## config.mk

```make
export PLATFORM = sky130hd
export DESIGN_NAME = bitc_div
export DESIGN_NICKNAME = d
export VERILOG_FILES = /design/src/rtl/core/bitc_pkg.sv /design/src/rtl/core/bitc_div.sv
export SDC_FILE = /design/constraint.sdc
export NUM_CORES = 1
export LEC_CHECK = 0
export ABC_AREA = 1
export BUFFER_PORTS_ARGS = -buffer_cell sky130_fd_sc_hd__buf_2
export CAP_MARGIN = 10
export CORE_MARGIN = 8
export CORE_UTILIZATION = 55
export CTS_CLUSTER_DIAMETER = 100
export DETAILED_ROUTE_END_ITERATION = 16
export GPL_ROUTABILITY_DRIVEN = 0
export GPL_TIMING_DRIVEN = 0
export PLACE_DENSITY = 0.82
export SLEW_MARGIN = 25
export SYNTH_ARGS = -nofsm -noshare
export SYNTH_HDL_FRONTEND = slang
export SYNTH_SLANG_ARGS = --single-unit
```

## constraint.sdc

```tcl
create_clock -name clock -period 5.8 [get_ports clock]
set_clock_uncertainty 0.05 [all_clocks]
set_input_delay 0.29 -clock clock [delete_from_list [all_inputs] [get_ports clock]]
set_output_delay 0.29 -clock clock [all_outputs]
set_load 0.005 [all_outputs]
```

## src/rtl/core/bitc_pkg.sv

```systemverilog
`timescale 1ns / 1ps
// ----------------------------------------------------------------------------
// bitc_pkg
// Shared types, constants and helpers for the binned interval tag counter.
// ----------------------------------------------------------------------------
package bitc_pkg;

   localparam int TABLE_DEPTH = 1024;
   localparam int SLOT_W      = 10;
   localparam int COORD_W     = 31;
   localparam int SEQ_W       = 8;
   localparam int CNT32_W     = 32;
   localparam int BW_W        = 21;
   localparam int NCELL       = 8;
   localparam int CELL_W      = $clog2(NCELL);
   localparam int BANK_DEPTH  = TABLE_DEPTH / NCELL;
   localparam int BANK_AW     = $clog2(BANK_DEPTH);
   localparam int STEP_W      = BANK_AW + 1;
   localparam int CSR_AW      = 2;
   localparam int CSR_DW      = 32;

   localparam logic [BW_W-1:0]    BW_RESET = BW_W'(10000);
   localparam logic [CNT32_W-1:0] SAT32    = {CNT32_W{1'b1}};

   localparam logic [1:0] FUNC_LOAD  = 2'd0;
   localparam logic [1:0] FUNC_COUNT = 2'd1;
   localparam logic [1:0] FUNC_READ  = 2'd2;

   typedef struct packed {
      logic [1:0]         func;
      logic [SEQ_W-1:0]   chrom;
      logic [COORD_W-1:0] start_req;
      logic [COORD_W-1:0] stop;
      logic [SLOT_W-1:0]  slot;
   } req_type;

   typedef struct packed {
      logic               hit;
      logic [SLOT_W-1:0]  hit_slot;
      logic [CNT32_W-1:0] region_count;
      logic [CNT32_W-1:0] tag_total;
   } rsp_type;

   typedef struct packed {
      logic [SEQ_W-1:0]   seq;
      logic [COORD_W-1:0] first;
      logic [COORD_W-1:0] last;
   } region_type;

   typedef struct packed {
      logic               valid;
      logic [CNT32_W-1:0] hits;
   } count_type;

   typedef struct packed {
      logic               found;
      logic [COORD_W-1:0] first;
      logic [COORD_W-1:0] last;
      logic [SLOT_W-1:0]  slot;
      logic [CNT32_W-1:0] hits;
   } best_type;

   typedef struct packed {
      logic [SEQ_W-1:0]   chrom;
      logic [COORD_W-1:0] c;
      logic [COORD_W-1:0] lo;
      logic [COORD_W+1:0] hi;
   } query_type;

   typedef struct packed {
      logic               wr_region;
      logic               wr_count;
      logic               wr_all;
      logic [CELL_W-1:0]  wcell;
      logic [BANK_AW-1:0] waddr;
      region_type         region_wdata;
      count_type          count_wdata;
      logic               rd_en;
      logic [BANK_AW-1:0] raddr;
      logic               clr_best;
      logic               shift;
   } ctl_type;

   function automatic best_type pick(input best_type a, input best_type b);
      best_type r;
      if (!a.found) begin
         r = b;
      end else if (!b.found) begin
         r = a;
      end else if ({a.first, a.last, a.slot} <= {b.first, b.last, b.slot}) begin
         r = a;
      end else begin
         r = b;
      end
      return r;
   endfunction

   function automatic logic [CNT32_W-1:0] sat_inc(input logic [CNT32_W-1:0] v);
      return (v == SAT32) ? v : v + CNT32_W'(1);
   endfunction

endpackage

```

## src/rtl/core/bitc_div.sv

```systemverilog
`timescale 1ns / 1ps
// ----------------------------------------------------------------------------
// bitc_div
// Restoring divider, one quotient bit per cycle; returns the remainder.
// ----------------------------------------------------------------------------
module bitc_div (
   input  logic                          clock,
   input  logic                          reset,
   input  logic                          start,
   input  logic [bitc_pkg::COORD_W-1:0]  dividend,
   input  logic [bitc_pkg::BW_W-1:0]     divisor,
   output logic                          done,
   output logic [bitc_pkg::BW_W-1:0]     rem
);
   import bitc_pkg::*;

   localparam int STEPS_W = $clog2(COORD_W + 1);

   logic [COORD_W-1:0] q_ff, q_in;
   logic [BW_W-1:0]    r_ff, r_in;
   logic [BW_W-1:0]    d_ff, d_in;
   logic [STEPS_W-1:0] n_ff, n_in;
   logic               run_ff, run_in;
   logic               done_ff, done_in;
   logic [BW_W:0]      r_sh;

   always_comb begin
      q_in    = q_ff;
      r_in    = r_ff;
      d_in    = d_ff;
      n_in    = n_ff;
      run_in  = run_ff;
      done_in = 1'b0;
      r_sh    = {r_ff, q_ff[COORD_W-1]};
      if (start) begin
         q_in   = dividend;
         r_in   = '0;
         d_in   = divisor;
         n_in   = STEPS_W'(COORD_W);
         run_in = 1'b1;
      end else if (run_ff) begin
         q_in = {q_ff[COORD_W-2:0], 1'b0};
         if (r_sh >= {1'b0, d_ff}) begin
            r_in = BW_W'(r_sh - {1'b0, d_ff});
         end else begin
            r_in = BW_W'(r_sh);
         end
         n_in = n_ff - STEPS_W'(1);
         if (n_ff == STEPS_W'(1)) begin
            run_in  = 1'b0;
            done_in = 1'b1;
         end
      end
   end

   always_ff @(posedge clock) begin
      if (reset) begin
         run_ff  <= 1'b0;
         done_ff <= 1'b0;
         n_ff    <= '0;
      end else begin
         run_ff  <= run_in;
         done_ff <= done_in;
         n_ff    <= n_in;
      end
      q_ff <= q_in;
      r_ff <= r_in;
      d_ff <= d_in;
   end

   assign done = done_ff;
   assign rem  = r_ff;

endmodule

```

==> flow_summary.json <==
{
  "yosysSeqAreaShare": 0.4370,
  "syn-num-nets": 721,
  "htree_levels": 3,
  "stdcell_count": 842,
  "cts_resized": 0,
  "synthTopCellsByArea": "edfxtp_1 32%, nand2_1 20%, dfxtp_1 12%",
  "synth.distinct_cells": 40,
  "hp-class": "input port to flip-flop",
  "final_util": 0.6455,
  "stdcell_area_sq_um": 5574,
  "drt-met1-wl_mm": 4.917,
  "outcome": "finished clean",
  "worstPathRequired_ps": 6000,
  "antenna_left": 0,
  "dp_hpwl_mm": 8.686,
  "worst_slew_pin_slew_ps": 753.7,
  "worst-setup-path-type": "flip-flop to flip-flop",
  "grt_usage": 0.1970,
  "syn_area_sq_um": 4856,
  "ff2ff_path_depth": 15,
  "ios": 77,
  "drt-vias-per-instance": 5.122,
  "syn_avg_cell_area_sq_um": 7.564,
  "min_to": "d_ff[18]$_DFFE_PP_",
  "die_area_sq_um": 12090,
  "clock-sinks": 80,
  "drv_cap": 0,
  "reg2reg_slack_ps": 3340,
  "rows": 34,
  "fin_crit_ps": 2465,
  "post_cts_buffers": 0,
  "crit_top_cell": "nand2_1",
  "finalHoldViolations": 0,
  "cp.arrival_ps": 2670,
  "synth_cells": 642,
  "start_util": 0.5623,
  "vias": 4313,
  "wire_per_inst_um": 13.52,
  "finalSetupViolCount": 0,
  "power_density_nw_per_um2": 225.0,
  "ys.flop_type": "edfxtp_1",
  "wl_met3_um": 708,
  "whs_path_depth": 1,
  "drive_above_1_share": 0.1826,
  "setup_tns_ps": 0,
  "grt_pass1_vias": 4287,
  "fmax_ghz": 0.4057,
  "path_clk_slew_ps": 90,
  "dr.pass1.iters": 5,
  "drt-initial-drc-count": 235,
  "fp.dieW_um": 110.0,
  "portBuffers": 76,
  "placed_area_sq_um": 5371,
  "placed_cells": 826,
  "worst_slack_ps": 3335,
  "cp_cell_sequence": "inv_1, ha_1, inv_1, fa_1, nand2_1, nand2_1, nand3_1, nand2_1, nand2_1, nand2_2, nand2_4, buf_2, nand3b_1, nand3_1, nand2_1",
  "dr_wl_met2_mm": 5.486,
  "rsz0062_at_grt": "false",
  "multi_input_area_sq_um": 2237,
  "wirelength_mm": 11.39,
  "synth-edff-count": 52,
  "fin_nets": 808,
  "regArea_sq_um": 2122,
  "slew_viol_final": 0,
  "ctsHoldBuffers": 0,
  "fill_cells": 749,
  "cts_tree": "built",
  "slowest_delay_ps": 440,
  "r2r-start": "q_ff[30]$_DFFE_PP_",
  "numCtsBuffers": 9,
  "die_h_um": 110.0,
  "critPathSlowestCell": "fa_1",
  "drc": 0,
  "p_leak_nw": 3.009,
  "pre_cts_ws_ps": 3291,
  "postSynth.asyncResetShare": 0,
  "grt_pass1_wl_mm": 19.07,
  "worstHoldStart": "divisor[18]",
  "cp-start-kind": "flip-flop",
  "synth_top_area_cell": "edfxtp_1",
  "cts_buffer_depth": 2,
  "clk_latency_ps": 360,
  "root_buffer": "clkbuf_8",
  "end_kind": "flip-flop",
  "r2r-end": "rem[11]$_SDFFE_PP0P_",
  "antenna_found_initial": 0,
  "gr-total-overflow": 0,
  "grt_max_degree": 38,
  "maxSlewHeadroom": 0.4968,
  "coreArea_sq_um": 8636,
  "period_share": 0.4250,
  "area_growth_pct": 14.79,
  "crit_fanout": 10,
  "synth_warnings": 0,
  "highest_layer": "met4",
  "synth_seq_cells": 80,
  "synth_top_area_frac": 0.3216,
  "ir_drop_mv": 0.1425,
  "n_antenna_cell": 0
}
==> worst max-delay path: cells and delay by family (launching register included) <==
| family | cells | cell delay [ps] |
|---|---|---|
| buffers and inverters | 3 | 410 |
| and+or+nand+nor | 10 | 930 |
| DFF | 1 | 370 |
| adders and majority gates | 2 | 600 |
==> per-layer routing <==
layer | vias up | GRT usage
met1 | 1949 | 0.2341
met3 | 31 | 0.04513
li1 | 2192 | -
met2 | 141 | 0.3326
met4 | 0 | 0.08679
met5 | - | 0
==> stage by stage <==
stage,hold WS [ps],total power [mW]
after floorplan,309.4,0.7823
after global placement,408.5,0.8298
after detailed placement,418.4,0.8368
after CTS,40.67,1.260
after global routing,35.41,1.309
final,51.59,1.254
==> sequential cells by signal (all words and copies together) (netlist names) <==
| signal | count |
|---|---|
| run_ff | 1 |
| q_ff | 31 |
| rem | 21 |
| d_ff | 21 |
| done | 1 |
| n_ff | 5 |
==> placed cells by master, fill, tap and decap left out, types with 13 or more instances in the layout <==
cell type / netlist / layout
nand2_1: 257 / 257
inv_1: 93 / 92
buf_2: 4 / 80
nand3_1: 55 / 55
edfxtp_1: 52 / 52
dfxtp_1: 28 / 28
ha_1: 23 / 23
nor2_1: 19 / 19
a21oi_1: 14 / 14
nand3b_1: 13 / 13
==> cell usage after synthesis, types with 4 or more instances <==
| master | number |
|---|---|
| buf_2 | 4 |
| clkbuf_1 | 8 |
| a21oi_1 | 14 |
| nor3_1 | 4 |
| nor2_1 | 19 |
| clkinv_1 | 4 |
| inv_1 | 93 |
| nand3b_1 | 13 |
| xnor2_1 | 7 |
| nand3_1 | 55 |
| nand2_2 | 8 |
| buf_6 | 4 |
| o21ai_1 | 4 |
| nor2_4 | 4 |
| ha_1 | 23 |
| inv_2 | 8 |
| edfxtp_1 | 52 |
| dfxtp_1 | 28 |
| nand2_1 | 257 |
==> logic make-up (layout without fill, tap and decap cells) <==
kind of cell,count (synthesis),in the layout,synth area share
AND/OR/NAND/NOR,376,376,0.3427
buffers and inverters,122,214,0.1023
flip-flops,80,80,0.4370
AO/OA/AOI/OAI,30,30,0.03659
adder cells (fa/ha/maj),24,24,0.06339
XOR/XNOR,10,10,0.01804
==> report_power, final <==
part / switching, mW / total (mW) / internal (mW)
sequential: 0.0131 / 0.666 / 0.653
combinational: 0.102 / 0.159 / 0.0573
clock: 0.223 / 0.429 / 0.207
total: 0.337 / 1.25 / 0.917
==> worst max path at each step <==
stage,start,endpoint,depth (start not counted)
floorplan,q_ff[30]$_DFFE_PP_,rem[8]$_SDFFE_PP0P_,15
global placement,start,q_ff[13]$_DFFE_PP_,4
detailed placement,start,n_ff[0]$_SDFFE_PP0P_,6
CTS,q_ff[30]$_DFFE_PP_,rem[11]$_SDFFE_PP0P_,15
global route,q_ff[30]$_DFFE_PP_,rem[12]$_SDFFE_PP0P_,15
finish,q_ff[30]$_DFFE_PP_,rem[11]$_SDFFE_PP0P_,15
==> cell type report <==
cell class | instances | share of cell area
Timing Repair Buffer | 76 | 0.06824
Inverter | 105 | 0.07071
Multi-Input combinational cell | 440 | 0.4013
Sequential cell | 80 | 0.3807
Tap cell | 108 | 0.02424
Clock inverter | 6 | 0.01347
Clock buffer | 10 | 0.02290
Buffer | 17 | 0.01841
Note: power is estimated with default switching activity, not from simulation.
